File: src/hw/rtl/assert_macros.svh
// Assertion macros shared by the RTL of the LED group pattern generator.
// Standalone header; no dependencies. Bodies vanish when SYNTHESIS is defined.
`ifndef ASSERT_MACROS_SVH
`define ASSERT_MACROS_SVH

`ifndef SYNTHESIS
// Same-cycle implication, checked at every rising edge outside reset.
`define LGPG_ASSERT_IMP(label, clk, rstn, pre, post) \
    label: assert property (@(posedge clk) disable iff (!(rstn)) (pre) |-> (post)) \
        else $error("assertion failed");
// Next-cycle implication, checked at every rising edge outside reset.
`define LGPG_ASSERT_NXT(label, clk, rstn, pre, post) \
    label: assert property (@(posedge clk) disable iff (!(rstn)) (pre) |=> (post)) \
        else $error("assertion failed");
`else
`define LGPG_ASSERT_IMP(label, clk, rstn, pre, post)
`define LGPG_ASSERT_NXT(label, clk, rstn, pre, post)
`endif

`endif

File: src/hw/rtl/lgpg_pkg.sv
// Types, constants and helper functions of the LED group pattern generator.
// No dependencies; imported by the controller, the datapath and the top level.
package lgpg_pkg;

    typedef enum logic [2:0] {
        MODE_OFF    = 3'd0,
        MODE_SOLID  = 3'd1,
        MODE_FLASH  = 3'd2,
        MODE_WAVE   = 3'd3,
        MODE_BOUNCE = 3'd4,
        MODE_RANDOM = 3'd5,
        MODE_BAR    = 3'd6,
        MODE_FILL   = 3'd7
    } mode_t;

    // configuration register indexes
    localparam logic [2:0] CFG_MODE   = 3'd0;
    localparam logic [2:0] CFG_COLOR  = 3'd1;
    localparam logic [2:0] CFG_GROUP  = 3'd2;
    localparam logic [2:0] CFG_STEP   = 3'd3;
    localparam logic [2:0] CFG_HOLD   = 3'd4;
    localparam logic [2:0] CFG_OFFSET = 3'd5;
    localparam logic [2:0] CFG_SPAN   = 3'd6;
    localparam logic [2:0] CFG_MIRROR = 3'd7;

    localparam int CFG_DATA_W = 24;
    localparam int MS_W       = 20;
    localparam int IN_TDATA_W  = 8;
    localparam int OUT_TDATA_W = 32;

    localparam logic [MS_W-1:0] TICK_MS    = 20'd10;
    localparam logic [MS_W-1:0] MS_MAX     = 20'hFFFFF;
    localparam logic [15:0]     LFSR_SEED  = 16'hACE1;
    // remainder unit: phase < 64, so six restoring steps, shift 5 down to 0
    localparam logic [2:0]      MOD_TOP    = 3'd5;
    localparam logic [1:0]      RGB_TOP    = 2'd2;

    typedef struct packed {
        logic       accept;
        logic       mod_step;
        logic [2:0] mod_shift;
        logic       plan;
        logic       update;
        logic       rand_step;
        logic       emit;
    } lgpg_cmd_t;

    typedef struct packed {
        logic rand_mode;
        logic empty;
        logic last;
        logic out_free;
    } lgpg_sts_t;

    // eight shifts of the Fibonacci LFSR, taps 16 14 13 11, shifting right
    function automatic logic [15:0] lfsr_adv8(input logic [15:0] seed);
        logic [15:0] l;
        logic        fb;
        l = seed;
        for (int k = 0; k < 8; k++) begin
            fb = l[0] ^ l[2] ^ l[3] ^ l[5];
            l  = {fb, l[15:1]};
        end
        return l;
    endfunction

endpackage

File: src/hw/rtl/lgpg_ctrl.sv
// Sequencing controller of the LED group pattern generator.
// Depends on lgpg_pkg for the command and status structs.
module lgpg_ctrl
    import lgpg_pkg::*;
(
    input  logic      aclk,
    input  logic      aresetn,
    input  logic      s_tvalid,
    output logic      s_tready,
    input  lgpg_sts_t sts,
    output lgpg_cmd_t cmd
);

    typedef enum logic [2:0] {
        ST_IDLE,
        ST_MOD,
        ST_PLAN,
        ST_UPDATE,
        ST_RGEN,
        ST_EMIT
    } state_t;

    state_t      state_reg, state_next;
    logic [2:0]  mod_cnt_reg, mod_cnt_next;
    logic [1:0]  rgb_cnt_reg, rgb_cnt_next;
    logic        ready_reg, ready_next;

    assign s_tready = ready_reg;

    always_comb begin
        state_next   = state_reg;
        mod_cnt_next = mod_cnt_reg;
        rgb_cnt_next = rgb_cnt_reg;
        ready_next   = ready_reg;
        cmd          = '0;
        cmd.mod_shift = mod_cnt_reg;
        case (state_reg)
            ST_IDLE: begin
                if (s_tvalid && ready_reg) begin
                    cmd.accept   = 1'b1;
                    ready_next   = 1'b0;
                    mod_cnt_next = MOD_TOP;
                    state_next   = ST_MOD;
                end
            end
            ST_MOD: begin
                cmd.mod_step = 1'b1;
                if (mod_cnt_reg == 3'd0) begin
                    state_next = ST_PLAN;
                end else begin
                    mod_cnt_next = mod_cnt_reg - 3'd1;
                end
            end
            ST_PLAN: begin
                cmd.plan   = 1'b1;
                state_next = ST_UPDATE;
            end
            ST_UPDATE: begin
                cmd.update   = 1'b1;
                rgb_cnt_next = 2'd0;
                if (sts.empty) begin
                    ready_next = 1'b1;
                    state_next = ST_IDLE;
                end else if (sts.rand_mode) begin
                    state_next = ST_RGEN;
                end else begin
                    state_next = ST_EMIT;
                end
            end
            ST_RGEN: begin
                cmd.rand_step = 1'b1;
                if (rgb_cnt_reg == RGB_TOP) begin
                    state_next = ST_EMIT;
                end else begin
                    rgb_cnt_next = rgb_cnt_reg + 2'd1;
                end
            end
            ST_EMIT: begin
                if (sts.out_free) begin
                    cmd.emit = 1'b1;
                    if (sts.last) begin
                        ready_next = 1'b1;
                        state_next = ST_IDLE;
                    end else if (sts.rand_mode) begin
                        rgb_cnt_next = 2'd0;
                        state_next   = ST_RGEN;
                    end
                end
            end
            default: begin
                ready_next = 1'b1;
                state_next = ST_IDLE;
            end
        endcase
    end

    always_ff @(posedge aclk) begin
        if (!aresetn) begin
            state_reg   <= ST_IDLE;
            mod_cnt_reg <= 3'd0;
            rgb_cnt_reg <= 2'd0;
            ready_reg   <= 1'b1;
        end else begin
            state_reg   <= state_next;
            mod_cnt_reg <= mod_cnt_next;
            rgb_cnt_reg <= rgb_cnt_next;
            ready_reg   <= ready_next;
        end
    end

endmodule

File: src/hw/rtl/lgpg_dp.sv
// Datapath of the LED group pattern generator: configuration registers,
// timing state, LFSR, emission cursor and output register. Uses lgpg_pkg.
module lgpg_dp
    import lgpg_pkg::*;
#(
    parameter int LED_LIMIT = 32
) (
    input  logic                   aclk,
    input  logic                   aresetn,
    input  logic                   cfg_wr_en,
    input  logic [2:0]             cfg_wr_index,
    input  logic [CFG_DATA_W-1:0]  cfg_wr_data,
    input  logic                   restart,
    input  lgpg_cmd_t              cmd,
    output lgpg_sts_t              sts,
    output logic                   m_tvalid,
    input  logic                   m_tready,
    output logic [OUT_TDATA_W-1:0] m_tdata,
    output logic                   m_tlast
);

    localparam logic [5:0] LIM = 6'(LED_LIMIT);

    // configuration
    mode_t            mode_reg;
    logic [23:0]      color_reg;
    logic [5:0]       group_reg;
    logic [MS_W-1:0]  step_reg, hold_reg, offset_reg;
    logic [7:0]       span_reg;
    logic             mirror_reg;

    // timing state
    logic [MS_W-1:0]  elapsed_reg, elapsed_next;
    logic [5:0]       phase_reg, phase_next;
    logic             bback_reg, bback_next;
    logic [15:0]      lfsr_reg;
    logic [5:0]       mod_reg, mod_next;

    // emission plan
    logic [5:0]       cursor_reg, remain_reg;
    logic             mir_reg, wrap_reg, rand_reg;
    logic [MS_W-1:0]  e10_reg;
    logic [MS_W:0]    sum_reg;
    logic [23:0]      rcol_reg;

    // output register
    logic             m_valid_reg;
    logic [4:0]       m_index_reg;
    logic [23:0]      m_color_reg;
    logic             m_last_reg;

    logic [5:0]       n, w;
    logic [11:0]      divisor;
    logic             flash_lit, ge_step;
    logic [5:0]       plan_start, plan_cnt, room;
    logic             plan_mir, plan_wrap;
    logic [MS_W:0]    e10_wide;
    logic [MS_W-1:0]  e10;
    logic [5:0]       minc;
    logic [6:0]       positions;
    logic [15:0]      lfsr_adv;
    logic [15:0]      prod;
    logic [5:0]       cursor_inc, cursor_next, mir_index;

    // effective group size and width
    always_comb begin
        if (group_reg == 6'd0) begin
            n = 6'd1;
        end else if (group_reg > LIM) begin
            n = LIM;
        end else begin
            n = group_reg;
        end
        w = (span_reg < {2'b00, n}) ? span_reg[5:0] : n;
    end

    // restoring remainder step: phase mod n
    assign divisor = {6'd0, n} << cmd.mod_shift;

    always_comb begin
        mod_next = mod_reg;
        if (cmd.accept) begin
            mod_next = restart ? 6'd0 : phase_reg;
        end else if (cmd.mod_step && ({6'd0, mod_reg} >= divisor)) begin
            mod_next = mod_reg - divisor[5:0];
        end
    end

    // plan of this tick from the pre-update state
    assign flash_lit = (elapsed_reg >= offset_reg) &&
                       ({1'b0, elapsed_reg} < ({1'b0, offset_reg} + {1'b0, step_reg}));
    assign ge_step   = elapsed_reg >= step_reg;
    assign room      = n - phase_reg;

    always_comb begin
        plan_start = 6'd0;
        plan_cnt   = 6'd0;
        plan_mir   = mirror_reg;
        plan_wrap  = 1'b0;
        case (mode_reg)
            MODE_SOLID:  plan_cnt = n;
            MODE_FLASH:  plan_cnt = flash_lit ? n : 6'd0;
            MODE_WAVE: begin
                plan_start = mod_reg;
                plan_cnt   = w;
                plan_wrap  = 1'b1;
            end
            MODE_BOUNCE: begin
                plan_start = phase_reg;
                plan_mir   = 1'b0;
                if (phase_reg < n) begin
                    plan_cnt = (w < room) ? w : room;
                end
            end
            MODE_RANDOM: begin
                plan_mir = 1'b0;
                plan_cnt = ge_step ? n : 6'd0;
            end
            MODE_BAR:    plan_cnt = w;
            MODE_FILL:   plan_cnt = (phase_reg <= n) ? phase_reg : n;
            default:     plan_cnt = 6'd0;
        endcase
    end

    assign e10_wide  = {1'b0, elapsed_reg} + {1'b0, TICK_MS};
    assign e10       = e10_wide[MS_W] ? MS_MAX : e10_wide[MS_W-1:0];
    assign minc      = mod_reg + 6'd1;
    assign positions = {1'b0, n} - {1'b0, w} + 7'd1;

    // timing state update
    always_comb begin
        elapsed_next = elapsed_reg;
        phase_next   = phase_reg;
        bback_next   = bback_reg;
        if (cmd.accept) begin
            if (restart) begin
                elapsed_next = '0;
                phase_next   = 6'd0;
            end
        end else if (cmd.update) begin
            case (mode_reg)
                MODE_FLASH: begin
                    elapsed_next = ({1'b0, e10_reg} >= sum_reg) ? '0 : e10_reg;
                end
                MODE_WAVE: begin
                    if (ge_step) begin
                        elapsed_next = '0;
                        phase_next   = (minc == n) ? 6'd0 : minc;
                    end else begin
                        elapsed_next = e10_reg;
                    end
                end
                MODE_BOUNCE: begin
                    if (ge_step) begin
                        elapsed_next = '0;
                        if (positions <= 7'd1) begin
                            phase_next = 6'd0;
                        end else if (!bback_reg) begin
                            if (({1'b0, phase_reg} + 7'd1) >= positions) begin
                                bback_next = 1'b1;
                                if (phase_reg != 6'd0) begin
                                    phase_next = phase_reg - 6'd1;
                                end
                            end else begin
                                phase_next = phase_reg + 6'd1;
                            end
                        end else if (phase_reg == 6'd0) begin
                            phase_next = 6'd1;
                            bback_next = 1'b0;
                        end else begin
                            phase_next = phase_reg - 6'd1;
                        end
                    end else begin
                        elapsed_next = e10_reg;
                    end
                end
                MODE_RANDOM: begin
                    elapsed_next = ge_step ? '0 : e10_reg;
                end
                MODE_FILL: begin
                    if (phase_reg <= n) begin
                        if (ge_step) begin
                            elapsed_next = '0;
                            phase_next   = phase_reg + 6'd1;
                        end else begin
                            elapsed_next = e10_reg;
                        end
                    end else if (elapsed_reg >= hold_reg) begin
                        elapsed_next = '0;
                        phase_next   = 6'd0;
                    end else begin
                        elapsed_next = e10_reg;
                    end
                end
                default: ;
            endcase
        end
        if (cfg_wr_en && (cfg_wr_index == CFG_MIRROR)) begin
            bback_next = cfg_wr_data[0];
        end
    end

    // configuration and control state
    always_ff @(posedge aclk) begin
        if (!aresetn) begin
            mode_reg    <= MODE_OFF;
            color_reg   <= '0;
            group_reg   <= 6'd1;
            step_reg    <= '0;
            hold_reg    <= '0;
            offset_reg  <= '0;
            span_reg    <= '0;
            mirror_reg  <= 1'b0;
            elapsed_reg <= '0;
            phase_reg   <= 6'd0;
            bback_reg   <= 1'b0;
            lfsr_reg    <= LFSR_SEED;
            remain_reg  <= 6'd0;
            m_valid_reg <= 1'b0;
        end else begin
            if (cfg_wr_en) begin
                case (cfg_wr_index)
                    CFG_MODE:   mode_reg   <= mode_t'(cfg_wr_data[2:0]);
                    CFG_COLOR:  color_reg  <= cfg_wr_data[23:0];
                    CFG_GROUP:  group_reg  <= cfg_wr_data[5:0];
                    CFG_STEP:   step_reg   <= cfg_wr_data[MS_W-1:0];
                    CFG_HOLD:   hold_reg   <= cfg_wr_data[MS_W-1:0];
                    CFG_OFFSET: offset_reg <= cfg_wr_data[MS_W-1:0];
                    CFG_SPAN:   span_reg   <= cfg_wr_data[7:0];
                    CFG_MIRROR: mirror_reg <= cfg_wr_data[0];
                    default: ;
                endcase
            end
            elapsed_reg <= elapsed_next;
            phase_reg   <= phase_next;
            bback_reg   <= bback_next;
            if (cmd.rand_step) begin
                lfsr_reg <= lfsr_adv;
            end
            if (cmd.plan) begin
                remain_reg <= plan_cnt;
            end else if (cmd.emit) begin
                remain_reg <= remain_reg - 6'd1;
            end
            if (cmd.emit) begin
                m_valid_reg <= 1'b1;
            end else if (m_tready) begin
                m_valid_reg <= 1'b0;
            end
        end
    end

    // random colour: one channel per step, red first
    assign lfsr_adv = lfsr_adv8(lfsr_reg);
    assign prod     = {8'd0, lfsr_adv[7:0]} * {8'd0, span_reg};

    assign cursor_inc  = cursor_reg + 6'd1;
    assign cursor_next = (wrap_reg && (cursor_inc == n)) ? 6'd0 : cursor_inc;
    assign mir_index   = mir_reg ? (n - 6'd1 - cursor_reg) : cursor_reg;

    // payload
    always_ff @(posedge aclk) begin
        mod_reg <= mod_next;
        if (cmd.plan) begin
            cursor_reg <= plan_start;
            mir_reg    <= plan_mir;
            wrap_reg   <= plan_wrap;
            rand_reg   <= (mode_reg == MODE_RANDOM);
            e10_reg    <= e10;
            sum_reg    <= {1'b0, step_reg} + {1'b0, hold_reg};
        end else if (cmd.emit) begin
            cursor_reg <= cursor_next;
        end
        if (cmd.rand_step) begin
            rcol_reg <= {rcol_reg[15:0], prod[15:8]};
        end
        if (cmd.emit) begin
            m_index_reg <= mir_index[4:0];
            m_color_reg <= rand_reg ? rcol_reg : color_reg;
            m_last_reg  <= (remain_reg == 6'd1);
        end
    end

    assign sts.rand_mode = rand_reg;
    assign sts.empty     = (remain_reg == 6'd0);
    assign sts.last      = (remain_reg == 6'd1);
    assign sts.out_free  = !m_valid_reg || m_tready;

    assign m_tvalid = m_valid_reg;
    assign m_tdata  = {3'b000, m_color_reg, m_index_reg};
    assign m_tlast  = m_last_reg;

endmodule

File: src/hw/rtl/led_group_pattern_generator.sv
// Top level of the LED group pattern generator: controller plus datapath.
// Depends on lgpg_pkg, lgpg_ctrl, lgpg_dp and assert_macros.svh.
//
//  channel  direction  handshake            payload
//  s_       in         s_tvalid / s_tready  s_tdata[0] restart (one 10 ms tick)
//  m_       out        m_tvalid / m_tready  m_tdata led_index, led_color; m_tlast
//  cfg_     in         cfg_wr_en            cfg_wr_index, cfg_wr_data
//
// A tick runs through the accept state, the remainder steps, the plan and the update state,
// then makes the LED writes, one per cycle outside random mode while the m_ side takes them.
// In random mode the LFSR/multiplier steps that build a colour come before each LED write.
// Reset is synchronous and active low; no clearing pass follows it.
// A stalled m_ side holds the write in the output register and pauses the
// sequence; the next tick is accepted as soon as the last write is registered.
module led_group_pattern_generator
    import lgpg_pkg::*;
#(
    parameter int MAX_LEDS = 32
) (
    input  logic                   aclk,
    input  logic                   aresetn,
    // configuration
    input  logic                   cfg_wr_en,
    input  logic [2:0]             cfg_wr_index,
    input  logic [CFG_DATA_W-1:0]  cfg_wr_data,
    // tick stream
    input  logic                   s_tvalid,
    output logic                   s_tready,
    input  logic [IN_TDATA_W-1:0]  s_tdata,   // [0] restart, [7:1] zero
    // LED write stream
    output logic                   m_tvalid,
    input  logic                   m_tready,
    output logic [OUT_TDATA_W-1:0] m_tdata,   // [4:0] led_index, [28:5] led_color
    output logic                   m_tlast
);

`include "assert_macros.svh"

    // hardware never drives more than 32 LEDs per group
    localparam int LED_LIMIT = (MAX_LEDS < 32) ? MAX_LEDS : 32;

    lgpg_cmd_t  cmd;
    lgpg_sts_t  sts;
    logic       s_accept;
    logic [5:0] cmd_strobes;

    assign s_accept    = s_tvalid && s_tready;
    assign cmd_strobes = {cmd.accept, cmd.mod_step, cmd.plan,
                          cmd.update, cmd.rand_step, cmd.emit};

    // sequence the tick: remainder, plan, update, then the writes
    lgpg_ctrl u_ctrl (
        .aclk     (aclk),
        .aresetn  (aresetn),
        .s_tvalid (s_tvalid),
        .s_tready (s_tready),
        .sts      (sts),
        .cmd      (cmd)
    );

    // hold configuration, timing state and the output register
    lgpg_dp #(
        .LED_LIMIT (LED_LIMIT)
    ) u_dp (
        .aclk         (aclk),
        .aresetn      (aresetn),
        .cfg_wr_en    (cfg_wr_en),
        .cfg_wr_index (cfg_wr_index),
        .cfg_wr_data  (cfg_wr_data),
        .restart      (s_tdata[0]),
        .cmd          (cmd),
        .sts          (sts),
        .m_tvalid     (m_tvalid),
        .m_tready     (m_tready),
        .m_tdata      (m_tdata),
        .m_tlast      (m_tlast)
    );

    // drop ready for the whole tick once a transaction is taken
`LGPG_ASSERT_NXT(a_busy_after_accept, aclk, aresetn, s_accept, !s_tready)
    // a registered write always shows on the master side
`LGPG_ASSERT_NXT(a_emit_shows, aclk, aresetn, cmd.emit, m_tvalid)
    // the final write of a tick frees the slave side
`LGPG_ASSERT_NXT(a_last_frees, aclk, aresetn, cmd.emit && sts.last, s_tready)
    // at most one datapath command per cycle
`LGPG_ASSERT_IMP(a_one_cmd, aclk, aresetn, 1'b1, $onehot0(cmd_strobes))

endmodule

File: config.mk
export PLATFORM = sky130hd
export DESIGN_NAME = led_group_pattern_generator
export DESIGN_NICKNAME = d
export VERILOG_FILES = /design/src/hw/rtl/lgpg_pkg.sv /design/src/hw/rtl/lgpg_ctrl.sv /design/src/hw/rtl/lgpg_dp.sv /design/src/hw/rtl/led_group_pattern_generator.sv
export VERILOG_INCLUDE_DIRS = /design/src /design/src/hw/rtl
export SDC_FILE = /design/constraint.sdc
export NUM_CORES = 1
export LEC_CHECK = 0
export ABC_AREA = 0
export BUFFER_PORTS_ARGS = -buffer_cell sky130_fd_sc_hd__buf_2
export CAP_MARGIN = 25
export CORE_MARGIN = 2
export CORE_UTILIZATION = 60
export DETAILED_ROUTE_END_ITERATION = 7
export HOLD_SLACK_MARGIN = 0.05
export MAX_ROUTING_LAYER = met4
export PLACE_DENSITY = 0.89
export RECOVER_POWER = 100
export SLEW_MARGIN = 10
export SYNTH_ARGS = -nofsm -noshare
export SYNTH_HDL_FRONTEND = slang
export SYNTH_SLANG_ARGS = --single-unit
File: constraint.sdc
create_clock -name aclk -period 10.45 [get_ports aclk]
set_input_delay 0.5225 -clock aclk [delete_from_list [all_inputs] [get_ports aclk]]
set_output_delay 0.5225 -clock aclk [all_outputs]
set_load 0.02 [all_outputs]
# == Yosys cells after proc, flatten, opt, wreduce, memory -nomap -nowiden ==
# Cells that the tools add are included.
# totals
output_inout_bits,35
ff_bits,271
word_cells,256
# classes
reduce_logical,44
shift,1
n_lt_le_gt_ge,13
bitwise,25
muxes,84
eq_ne,42
mul,1
add_sub_neg,17
# ops
op,n
6-bit 2-to-1 mux,29
20-bit 2-to-1 mux,7
20-bit >= comparator,3
20-bit one-hot mux with 3 select lines,1
20-bit by 20-bit adder with 21-bit output,2
6-bit one-hot mux with 6 select lines,1
3-bit equality test (second input constant),10
3-bit 2-to-1 mux,9
1-bit 2-to-1 mux,25
24-bit 2-to-1 mux,1
1-bit XOR,24
20-bit by 4-bit adder with 21-bit output (second input constant),1
20-bit by 21-bit >= comparator with 1-bit output,1
20-bit by 21-bit < comparator with 1-bit output,1
5-bit AND reduction,4
6-bit by 1-bit adder with 6-bit output (second input constant),3
3-bit by 2-bit equality test with 1-bit output (second input constant),6
6-bit logical NOT,3
2-bit inequality test (second input constant),9
3-bit one-hot mux with 6 select lines,1
6-bit one-hot mux with 3 select lines,1
8-bit by 8-bit multiplier with 16-bit output,1
2-bit AND reduction,8
2-bit nonzero test,8
44 further kinds,68

# == Longest topological paths before layout ==
# Gate-level depths: netlist (run 1).
# depth
word_depth,16
mapped_depth,27

# == Modules after synthesis ==
# From an unflattened synthesis (run 1), not the netlist that was laid out.
# unflattened
cells_unflattened,2200
area_unflattened_um2,19528.7
# modules_own_cells
mod,area_per_inst_um2,n_inst,cells_each
lgpg_dp,18893.1,1,2121
lgpg_ctrl,635.6,1,79

# == Least setup slack after synthesis (run 1) ==
# OpenSTA, ideal clock, no wires.
# synth_timing
path_kind,flip-flop to flip-flop
from,register u_dp.group_reg[5]
to,register u_dp.phase_reg[3]
t_arrival_ps,5657
period_less_slack_ps,5779
path_buffers,2
setup_slack_ps,4671
t_required_ps,10328
path_stages_with_launch,28
path_cell_list,dfxtp_1 > nor2b_1 > clkbuf_1 > inv_1 > ha_1 > inv_1 > o311ai_1 > a31oi_1 > o21ai_2 > buf_4 > mux2_2 > ha_1 > inv_1 > ha_1 > fa_1 > a21o_1 > a21oi_1 > xnor2_1 > inv_1 > ha_1 > a21oi_1 > o21ai_0 > maj3_4 > nor2_8 > o22ai_1 > a222oi_1 > nor2_1 > o311a_1
# synth_via
elab_chain_len,15
word_cells_on_any_way,26
classes_between,2 x add/sub; 5 x order compare; 4 x eq/ne; 13 x mux; 2 x reduce/logical
# synth_lines
element,line,source
from (decl),lgpg_dp.sv:27,logic [5:0] group_reg;
from (signal assigned),lgpg_dp.sv:225,CFG_GROUP: group_reg <= cfg_wr_data[5:0];
6-bit > comparator,lgpg_dp.sv:69,end else if (group_reg > LIM) begin
6-bit 2-to-1 mux,lgpg_dp.sv:69,
6-bit 2-to-1 mux *,lgpg_dp.sv:67,if (group_reg == 6'd0) begin
8-bit by 6-bit < comparator with 1-bit output,lgpg_dp.sv:74,"w = (span_reg < {2'b00, n}) ? span_reg[5:0] : n;"
6-bit 2-to-1 mux,lgpg_dp.sv:74,
6-bit by 6-bit subtractor with 7-bit output,lgpg_dp.sv:128,"assign positions = {1'b0, n} - {1'b0, w} + 7'd1;"
7-bit by 1-bit adder with 7-bit output,lgpg_dp.sv:128,
7-bit >= comparator,lgpg_dp.sv:159,"if (({1'b0, phase_reg} + 7'd1) >= positions) begin"
6-bit 2-to-1 mux,lgpg_dp.sv:159,
6-bit 2-to-1 mux,lgpg_dp.sv:158,end else if (!bback_reg) begin
6-bit 2-to-1 mux,lgpg_dp.sv:156,if (positions <= 7'd1) begin
6-bit 2-to-1 mux,lgpg_dp.sv:154,if (ge_step) begin
6-bit one-hot mux with 3 select lines,lgpg_dp.sv:141,case (mode_reg)
6-bit 2-to-1 mux,lgpg_dp.sv:140,end else if (cmd.update) begin
6-bit 2-to-1 mux,lgpg_dp.sv:135,if (cmd.accept) begin
to (signal assigned),lgpg_dp.sv:235,phase_reg <= phase_next;
to (decl),lgpg_dp.sv:34,"logic [5:0] phase_reg, phase_next;"
# Every way passes the cells marked *; elsewhere a longest branch is shown, timed or not. The select of a mux whose other input is x is not followed.
# A chain may end at the register's enable or synchronous reset.

# == Final worst setup path (run 1) ==
# layout_timing
from,register u_dp.group_reg[5]
to,register u_dp.phase_reg[4]
# The elaborated chain is that of the path after synthesis.

==> impl_metrics.json, run 1 <==
{
  "outcome": "finished, violations left",
  "failed_checks": "capacitance limit, slew limit",
  "cts_max_level": 1,
  "coreArea_sq_um": 31400,
  "place_inst": 2537,
  "vias": 16296,
  "ir_drop_mv": 0.143,
  "cp_num_buf_inv": 5,
  "placed_area_sq_um": 19700,
  "setup_tns_ps": 0,
  "synth_top_area_cell": "edfxtp_1",
  "drc": 0,
  "clk_pin_slew_ps": 70,
  "hold_end": "u_dp.color_reg[23]",
  "synth_flop_cell": "dfxtp_1",
  "drive_above_1_share": 0.0671,
  "finClkSkew_ps": 25.1,
  "reg2reg_to": "u_dp.phase_reg[4]",
  "drt-total-wl_mm": 51.9,
  "ys_types": 89,
  "cts_num_sinks": 271,
  "met1_length_mm": 20.1,
  "reg2reg_from": "u_dp.group_reg[5]",
  "dp.final_hpwl_mm": 37.1,
  "wl_per_cell_um": 20.0,
  "stdcell_count": 2594,
  "stdcell_area_sq_um": 20600,
  "ys_top_cells_by_area": "edfxtp_1 (17%), dfxtp_1 (17%), ha_1 (15%)",
  "crit_family": "compound AO/OA/AOI/OAI gates",
  "diodes": 0,
  "clock_path_buffers": 3,
  "p_leak_uw": 0.00881,
  "die-area_sq_um": 33200,
  "ios": 75,
  "maxSlewViolCount": 295,
  "highest_layer": "met4",
  "ys_ff_latch": 271,
  "syn_inst": 2142,
  "nNetsFinal": 2472,
  "cts_tree": "built",
  "power_density_nw_per_um2": 153,
  "wl_met3_mm": 4.36,
  "path_depth": 25,
  "grt_pass1_vias": 16115,
  "synth_top_area_frac": 0.174,
  "setup_violations": 0,
  "cp_slowest_cell": "o21ai_0",
  "viasPerCell": 6.28,
  "root_buffer": "clkbuf_16",
  "gr-total-overflow": 0,
  "cp-start-kind": "flop",
  "crit_arrival_ps": 8720,
  "drt_iter0_markers": 1540,
  "fmax_mhz": 120,
  "final_hold_viol_count": 0,
  "drv_cap": 8,
  "antenna_left": 0,
  "grt_pass1_wl_mm": 82.9,
  "gp_congestion": 0.979,
  "fillers": 2415,
  "critPathRequiredTime_ps": 10850,
  "syn_area_sq_um": 19000,
  "async_flop_share": 0,
  "grt_max_degree": 102,
  "ys_warn_count": 0,
  "start_util": 0.606,
  "grtUsageTotal": 0.321,
  "worstSetupEndpointType": "flop",
  "areaGrowthSynthToFinish_pct": 8.20,
  "cts_resized": 0,
  "ff2ff_path_depth": 25,
  "worstHoldPathCells": 3,
  "grt_setup_unrepaired": "false",
  "rows": 65,
  "hp-start": "cfg_wr_data[23]",
  "holdWs_ps": 179,
  "synth_seq_area_share": 0.343,
  "antenna_found_initial": 0,
  "fin_crit_ps": 8320,
  "clk_latency_ps": 590,
  "critical_path.max_fanout": 17,
  "die_w_um": 182,
  "drt_pass1_iterations": 7,
  "yosys.cell_count.top_type": "nand2_1",
  "numCtsBuffers": 30,
  "synth_common_cells": "nand2_1 (330), ha_1 (223), a21oi_1 (189)",
  "die_y_um": 182,
  "fin_crit_sh": 0.796,
  "ctsHoldBuffers": 0,
  "rrSetupSlack_ps": 2130,
  "min_path_type": "input pin to flop",
  "tightest_slew_ps": 2980,
  "synth_edf_count": 110,
  "syn_avg_cell_area_sq_um": 8.88,
  "dr_wl_met2_mm": 25.1,
  "cpPeakStageDelay_ps": 1380,
  "io_buffer_count": 64,
  "postCtsSetupBuffers": 0,
  "max_slew_margin": -0.987,
  "path_class": "flop to flop"
}
-- worst min-delay path, stage by stage --
cell	delay, ps
buf_2	100
nand2_1	50
a21oi_1	50
-- power breakdown --
part | leakage [uW] | internal, uW | switching (uW) | total [uW]
registers | 0.00232 | 1200 | 94.4 | 1300
logic | 0.00598 | 302 | 435 | 737
clock network | 0.000514 | 638 | 474 | 1110
-- cell families (layout without fill, tap and decap cells) --
| logic type | after synthesis | count (layout) | share of synthesized area |
|---|---|---|---|
| compound gates | 487 | 487 | 0.164 |
| xor+xnor | 113 | 113 | 0.0520 |
| fa+ha+maj | 265 | 265 | 0.190 |
| buf+inv | 272 | 320 | 0.0546 |
| flops | 271 | 271 | 0.343 |
| mux | 54 | 54 | 0.0307 |
| other cells | 1 | 3 | 0.000197 |
| simple gates | 679 | 679 | 0.165 |
-- metal layers --
metal	global-route usage	vias to the layer above
met5	-	-
met2	0.538	766
met4	0.142	0
li1	-	7579
met1	0.384	7753
met3	0.0493	198
-- cells in the final DEF, fill, tap and decap left out, drive strengths merged, types with 47 or more instances in the layout --
master / n
a21oi: 190
clkbuf: 77
dfxtp: 161
edfxtp: 110
ha: 223
inv: 189
nand2: 330
nand3: 47
nor2: 101
o21ai: 76
xnor2: 77
-- per-stage QoR --
step | power [uW] | util | setup WS (ps)
floorplan | 1840 | - | 4670
global placement | 1990 | 0.626 | 3870
detailed placement | 2040 | 0.626 | 3740
CTS | 3140 | 0.659 | 3670
global route | 3280 | 0.656 | 1670
finish | 3150 | 0.656 | 2130
-- worst max path at each step --
stage	from	end
5_1_grt	u_dp.group_reg[5]	u_dp.phase_reg[1]
4_1_cts	u_dp.group_reg[5]	u_dp.phase_reg[3]
3_5_place_dp	u_dp.group_reg[5]	u_dp.phase_reg[3]
2_1_floorplan	u_dp.group_reg[5]	u_dp.phase_reg[3]
3_3_place_gp	u_dp.group_reg[5]	u_dp.phase_reg[3]
6_report	u_dp.group_reg[5]	u_dp.phase_reg[4]
-- layout make-up --
type	instances	area, sq um	area share
multi-input cells	1601	11500	0.557
clock buffers	35	811	0.0394
flip-flops and latches	271	6530	0.317
clock inverters	21	220	0.0107
inverters	183	688	0.0334
repair buffers	81	375	0.0182
well taps	402	503	0.0244
No activity file was read; power rests on OpenSTA's default activity.
==> inputs of run 2 (changes only) <==
- CORE_UTILIZATION: 60 -> 57
- PLACE_DENSITY: 0.89 -> 0.88
- clock period: 10.45 -> 7.3 ns (I/O delays scaled with it)
==> run 2 against run 1 <==
The flow still finishes with violations (capacitance limit, slew limit). Register-to-register slack got worse by 1200 ps. First-iteration DRC count increased by 8.2%. Combinational power increased by 42%. Global-route usage decreased by 0.75 points. Fmax increased by 30%. Routed wire length increased by 2.6%. Setup slack got worse by 1200 ps. Flip-flop and latch count unchanged. Clock power increased by 54%. Power increased by 47%. Largest cell class unchanged. Highest routed layer unchanged.
==> impl_metrics.json, run 2 (same netlist as run 1, synthesis figures left out) <==
{
  "min_path_type": "input pin to flop",
  "cp_slowest_cell": "clkbuf_1",
  "reg2reg_from": "u_dp.group_reg[5]",
  "drive_above_1_share": 0.0682,
  "hold_end": "u_dp.hold_reg[8]",
  "coreArea_sq_um": 32700,
  "reg2reg_to": "u_dp.phase_reg[5]",
  "maxSlewViolCount": 284,
  "worstHoldPathCells": 3,
  "tightest_slew_ps": 3820,
  "dp.final_hpwl_mm": 38.1,
  "drt_pass1_iterations": 6,
  "die-area_sq_um": 34900,
  "grt_max_degree": 83,
  "numCtsBuffers": 30,
  "fillers": 2593,
  "fin_crit_ps": 6380,
  "final_hold_viol_count": 0,
  "critical_path.max_fanout": 16,
  "postCtsSetupBuffers": 0,
  "grt_pass1_vias": 16289,
  "gr-usage-met1": 0.386,
  "ir_drop_mv": 0.255,
  "path_class": "flop to flop",
  "drt_iter0_markers": 1666,
  "root_buffer": "clkbuf_16",
  "cts_max_level": 1,
  "drc": 0,
  "fmax_mhz": 157,
  "cp-start-kind": "flop",
  "cts_tree": "built",
  "drv_cap": 6,
  "diodes": 0,
  "clock_path_buffers": 3,
  "grt_setup_unrepaired": "false",
  "wl_per_cell_um": 20.2,
  "grtUsageMet2": 0.512,
  "ios": 75,
  "fin_crit_sh": 0.874,
  "outcome": "finished, violations left",
  "critPathRequiredTime_ps": 7560,
  "cpPeakStageDelay_ps": 670,
  "setup_tns_ps": 0,
  "finalWorstSetupSlack_ps": 919,
  "use_met3": 0.0438,
  "viasPerCell": 6.19,
  "die_w_um": 187,
  "gr-max-usage-layer": "met2",
  "io_buffer_count": 64,
  "power_density_nw_per_um2": 222,
  "rows": 66,
  "setup_violations": 0,
  "p_leak_uw": 0.00886,
  "layout_common_cells": "nand2_1 (330), ha_1 (223), a21oi_1 (189)",
  "dp_slack_ps": 1620,
  "drt-total-wl_mm": 53.3,
  "clk_latency_ps": 590,
  "gr-total-overflow": 0,
  "gp_congestion": 0.955,
  "mostFrequentLayoutCell": "nand2_1",
  "start_util": 0.582,
  "worstSetupEndpointType": "flop",
  "grt_pass1_wl_mm": 85.9,
  "path_common_cell": "ha_1",
  "finClkSkew_ps": 25.4,
  "grtUsageTotal": 0.313,
  "antenna_left": 0,
  "rrSetupSlack_ps": 920,
  "antenna_found_initial": 0,
  "failed_checks": "capacitance limit, slew limit",
  "nNetsFinal": 2481,
  "max_slew_margin": -1.55,
  "die_y_um": 187,
  "clk_pin_slew_ps": 60,
  "areaGrowthSynthToFinish_pct": 9.33,
  "ff2ff_path_depth": 25,
  "crit_arrival_ps": 6640,
  "hp-start": "cfg_wr_data[8]",
  "cts_num_sinks": 271,
  "vias": 16354
}
run 2: what timing repair did:
| action | 4_1_cts | 5_1_grt |
|---|---|---|
| resized for setup | 0 | 0 |
| hold endpoints to repair | 4 | 0 |
| hold buffers | 4 | 0 |
run 2: layout make-up:
| cell class | instances | area [sq um] | share of cell area |
|---|---|---|---|
| inverters | 183 | 688 | 0.0331 |
| clock inverters | 21 | 310 | 0.0149 |
| multi-input cells | 1601 | 11500 | 0.552 |
| repair buffers | 90 | 449 | 0.0216 |
| clock buffers | 35 | 801 | 0.0385 |
| flip-flops and latches | 271 | 6530 | 0.314 |
| well taps | 442 | 553 | 0.0266 |
run 2: report_power, final:
group	leakage (uW)	switching, uW	internal (uW)	total (uW)
logic	0.00601	620	435	1050
clock network	0.000543	672	1040	1710
registers	0.00232	136	1720	1860
run 2: metrics by stage:
step                hold slack (ps)  total power, uW   util  std cells  instance area, sq um
floorplan                       420             2640      -       2144                 19000
global placement                427             2860  0.603       2581                 19700
detailed placement              429             2920  0.603       2581                 19700
CTS                            59.4             4610  0.638       2641                 20900
global route                   62.6             4820  0.636       2643                 20800
finish                         70.0             4620  0.636       2643                 20800
run 2: worst max-delay path by stage:
| stage | from | endpoint |
|---|---|---|
| 2_1_floorplan | u_dp.group_reg[5] | u_dp.phase_reg[3] |
| 3_3_place_gp | u_dp.group_reg[5] | u_dp.phase_reg[3] |
| 3_5_place_dp | u_dp.group_reg[5] | u_dp.phase_reg[3] |
| 4_1_cts | u_dp.group_reg[5] | u_dp.phase_reg[3] |
| 5_1_grt | u_dp.group_reg[5] | u_dp.phase_reg[5] |
| 6_report | u_dp.group_reg[5] | u_dp.phase_reg[5] |
run 2: critical path, delay by kind of cell (launching register included):
kind            cells  cell delay, ps
simple gates        3             510
xor+xnor            1             290
mux                 2             410
fa+ha+maj           5            1720
compound gates     10            1660
flops               1             340
buf+inv             4            1130
run 2: layer usage:
layer / wire length, um / vias to the layer above
met5: 0 / -
met4: 2460 / 0
met3: 4390 / 167
met2: 25600 / 749
met1: 20900 / 7888
li1: - / 7550
==> inputs of run 3 (changes only) <==
- CORE_MARGIN: 2 -> not set
==> run 3 against run 2 <==
The flow still finishes with violations (capacitance limit, slew limit). Setup slack got worse by 1.8 ps. Via count down 0.56%. Clock skew shrank 4.8 ps. Fmax about the same. Power is 5.5% lower. Largest power group unchanged. Count of clock-buffer cells in the layout shrank 2. Global-route usage grew 0.30 points. Highest routed layer unchanged. Cell count is essentially flat.
==> impl_metrics.json, run 3 (same netlist as run 1, synthesis figures left out) <==
{
  "gr-total-overflow": 0,
  "ir_drop_mv": 0.197,
  "vias": 16262,
  "clock_path_buffers": 3,
  "fillers": 2658,
  "min_path_type": "input pin to flop",
  "power_density_nw_per_um2": 212,
  "root_buffer": "clkbuf_16",
  "crit_end": "u_dp.phase_reg[4]",
  "fin_crit_sh": 0.874,
  "cp-start-kind": "flop",
  "power_frac_clock": 0.332,
  "dp.final_hpwl_mm": 37.8,
  "path_depth": 24,
  "switchingPower_uw": 1430,
  "postCtsSetupBuffers": 0,
  "multi_input_area_sq_um": 11500,
  "rrSetupSlack_ps": 920,
  "critical_path.max_fanout": 10,
  "setup_tns_ps": 0,
  "drt_iter0_markers": 1486,
  "start_util": 0.582,
  "cts_num_sinks": 271,
  "wl_per_cell_um": 19.6,
  "fin_crit_ps": 6380,
  "crit_arrival_ps": 6690,
  "areaGrowthSynthToFinish_pct": 8.38,
  "reg2reg_to": "u_dp.phase_reg[4]",
  "p_sw_frac": 0.326,
  "gp_congestion": 1.01,
  "power_frac_comb": 0.244,
  "fmax_mhz": 157,
  "p_int_uw": 2950,
  "cpPeakStageDelay_ps": 680,
  "drive_above_1_share": 0.0673,
  "cts_max_level": 1,
  "failed_checks": "capacitance limit, slew limit",
  "grt_setup_unrepaired": "false",
  "numCtsBuffers": 29,
  "p_total_uw": 4370,
  "critPathRequiredTime_ps": 7610,
  "die-area_sq_um": 34100,
  "grt_pass1_wl_mm": 82.7,
  "path_class": "flop to flop",
  "die_y_um": 185,
  "cts_tree": "built",
  "maxSlewViolCount": 266,
  "grtUsageTotal": 0.316,
  "setup_violations": 0,
  "cp_slowest_cell": "o21ai_0",
  "finish.utilization": 0.631,
  "drt-total-wl_mm": 51.7,
  "ff2ff_path_depth": 24,
  "antenna_left": 0,
  "max_slew_margin": -1.57,
  "worstSetupEndpointType": "flop",
  "drc": 0,
  "critPathLaunch": "u_dp.group_reg[1]",
  "path_cells": "nor2b_1 -> inv_1 -> ha_1 -> inv_1 -> o311ai_0 -> a31oi_1 -> o21ai_0 -> mux2_1 -> ha_1 -> inv_1 -> ha_1 -> fa_1 -> a21o_1 -> a21oi_1 -> xnor2_1 -> inv_1 -> ha_1 -> nand3_1 -> o21ai_0 -> maj3_4 -> a31oi_1 -> o21ai_2 -> mux2i_1 -> nor2_1",
  "cp_num_buf_inv": 4,
  "finalWorstSetupSlack_ps": 917,
  "crit_family": "compound AO/OA/AOI/OAI gates",
  "viasPerCell": 6.16,
  "clk_pin_slew_ps": 70,
  "io_buffer_count": 64,
  "clk_latency_ps": 590,
  "antenna_found_initial": 1,
  "ios": 75,
  "p_leak_uw": 0.00878,
  "drv_cap": 6,
  "reg2reg_from": "u_dp.group_reg[1]",
  "grt_max_degree": 86,
  "coreArea_sq_um": 32700,
  "regArea_sq_um": 6530,
  "final_hold_viol_count": 0,
  "finClkSkew_ps": 20.6,
  "dp_slack_ps": 1540,
  "grt_pass1_vias": 16134,
  "rows": 66,
  "drt_pass1_iterations": 6,
  "outcome": "finished, violations left",
  "tightest_slew_ps": 3850,
  "seqPwrFrac": 0.424,
  "die_w_um": 185,
  "layout_common_cells": "nand2_1 (330), ha_1 (223), a21oi_1 (189)",
  "nNetsFinal": 2479,
  "mostFrequentLayoutCell": "nand2_1"
}
-- run 3: cell types whose count changed in the layout (fill, tap and decap cells not counted), moves of 2 or more --
| cell | previous run | this run |
|---|---|---|
| bufinv_16 | 7 | 1 |
| clkbuf_1 | 48 | 45 |
| clkinvlp_4 | 1 | 4 |
| inv_6 | 3 | 0 |
| clkbuf_16 | 31 | 29 |
| inv_8 | 0 | 2 |
-- run 3: worst min-delay path by stage --
stage / start / endpoint / slack (ps) / cells past startpoint
final: cfg_wr_data[21] / u_dp.color_reg[21] / 70 / 3
after global routing: cfg_wr_data[21] / u_dp.color_reg[21] / 60 / 3
after CTS: cfg_wr_data[21] / u_dp.color_reg[21] / 50 / 3
after detailed placement: u_dp.rcol_reg[3] / u_dp.rcol_reg[11] / 440 / 0
after global placement: u_dp.rcol_reg[12] / u_dp.rcol_reg[20] / 430 / 0
after floorplan: u_dp.rcol_reg[2] / u_dp.rcol_reg[10] / 420 / 0
-- run 3: layout make-up --
class | count | area share
clock inverter | 21 | 0.00843
sequential | 271 | 0.316
inverter | 183 | 0.0334
tap | 442 | 0.0268
clock buffer | 33 | 0.0364
multi-input combinational | 1601 | 0.556
timing repair buffer | 89 | 0.0221
antenna | 1 | 0.000121
-- run 3: metal layers --
layer  vias to the layer above  GRT usage  wire, um
li1                       7570          -         -
met1                      7791      0.386     20100
met2                       735      0.522     24600
met3                       166     0.0407      4540
met4                         0      0.143      2430
met5                         -          -         0
-- run 3: worst register-to-register path, stage by stage, from the launching register on --
cell and delay [ps]:
dfxtp_1 350, nor2b_1 200, inv_1 80, ha_1 290
inv_1 40, o311ai_0 360, a31oi_1 160, o21ai_0 680
mux2_1 440, ha_1 290, inv_1 40, ha_1 230
fa_1 420, a21o_1 180, a21oi_1 160, xnor2_1 220
inv_1 90, ha_1 300, nand3_1 70, o21ai_0 320
maj3_4 360, a31oi_1 120, o21ai_2 380, mux2i_1 250
nor2_1 60
-- run 3: through the flow --
| stage | hold slack (ps) | std cells | cell area (sq um) |
|---|---|---|---|
| 2_1_floorplan | 420 | 2144 | 19000 |
| 3_3_place_gp | 428 | 2579 | 19700 |
| 3_5_place_dp | 439 | 2579 | 19700 |
| 4_1_cts | 54.8 | 2636 | 20700 |
| 5_1_grt | 61.4 | 2641 | 20600 |
| 6_report | 68.5 | 2641 | 20600 |
-- run 3: what timing repair did --
action                     4_1_cts  5_1_grt
hold endpoints to repair         3        0
gates resized for setup          0        0
hold buffers                     3        0
setup endpoints to repair        0        0
-- run 3: power groups by stage --
stage	logic (uW)	registers (uW)	clock network, uW
2_1_floorplan	823	1810	0
3_3_place_gp	987	1870	0
3_5_place_dp	1040	1880	0
4_1_cts	1050	1850	1460
5_1_grt	1170	1870	1510
6_report	1070	1850	1450
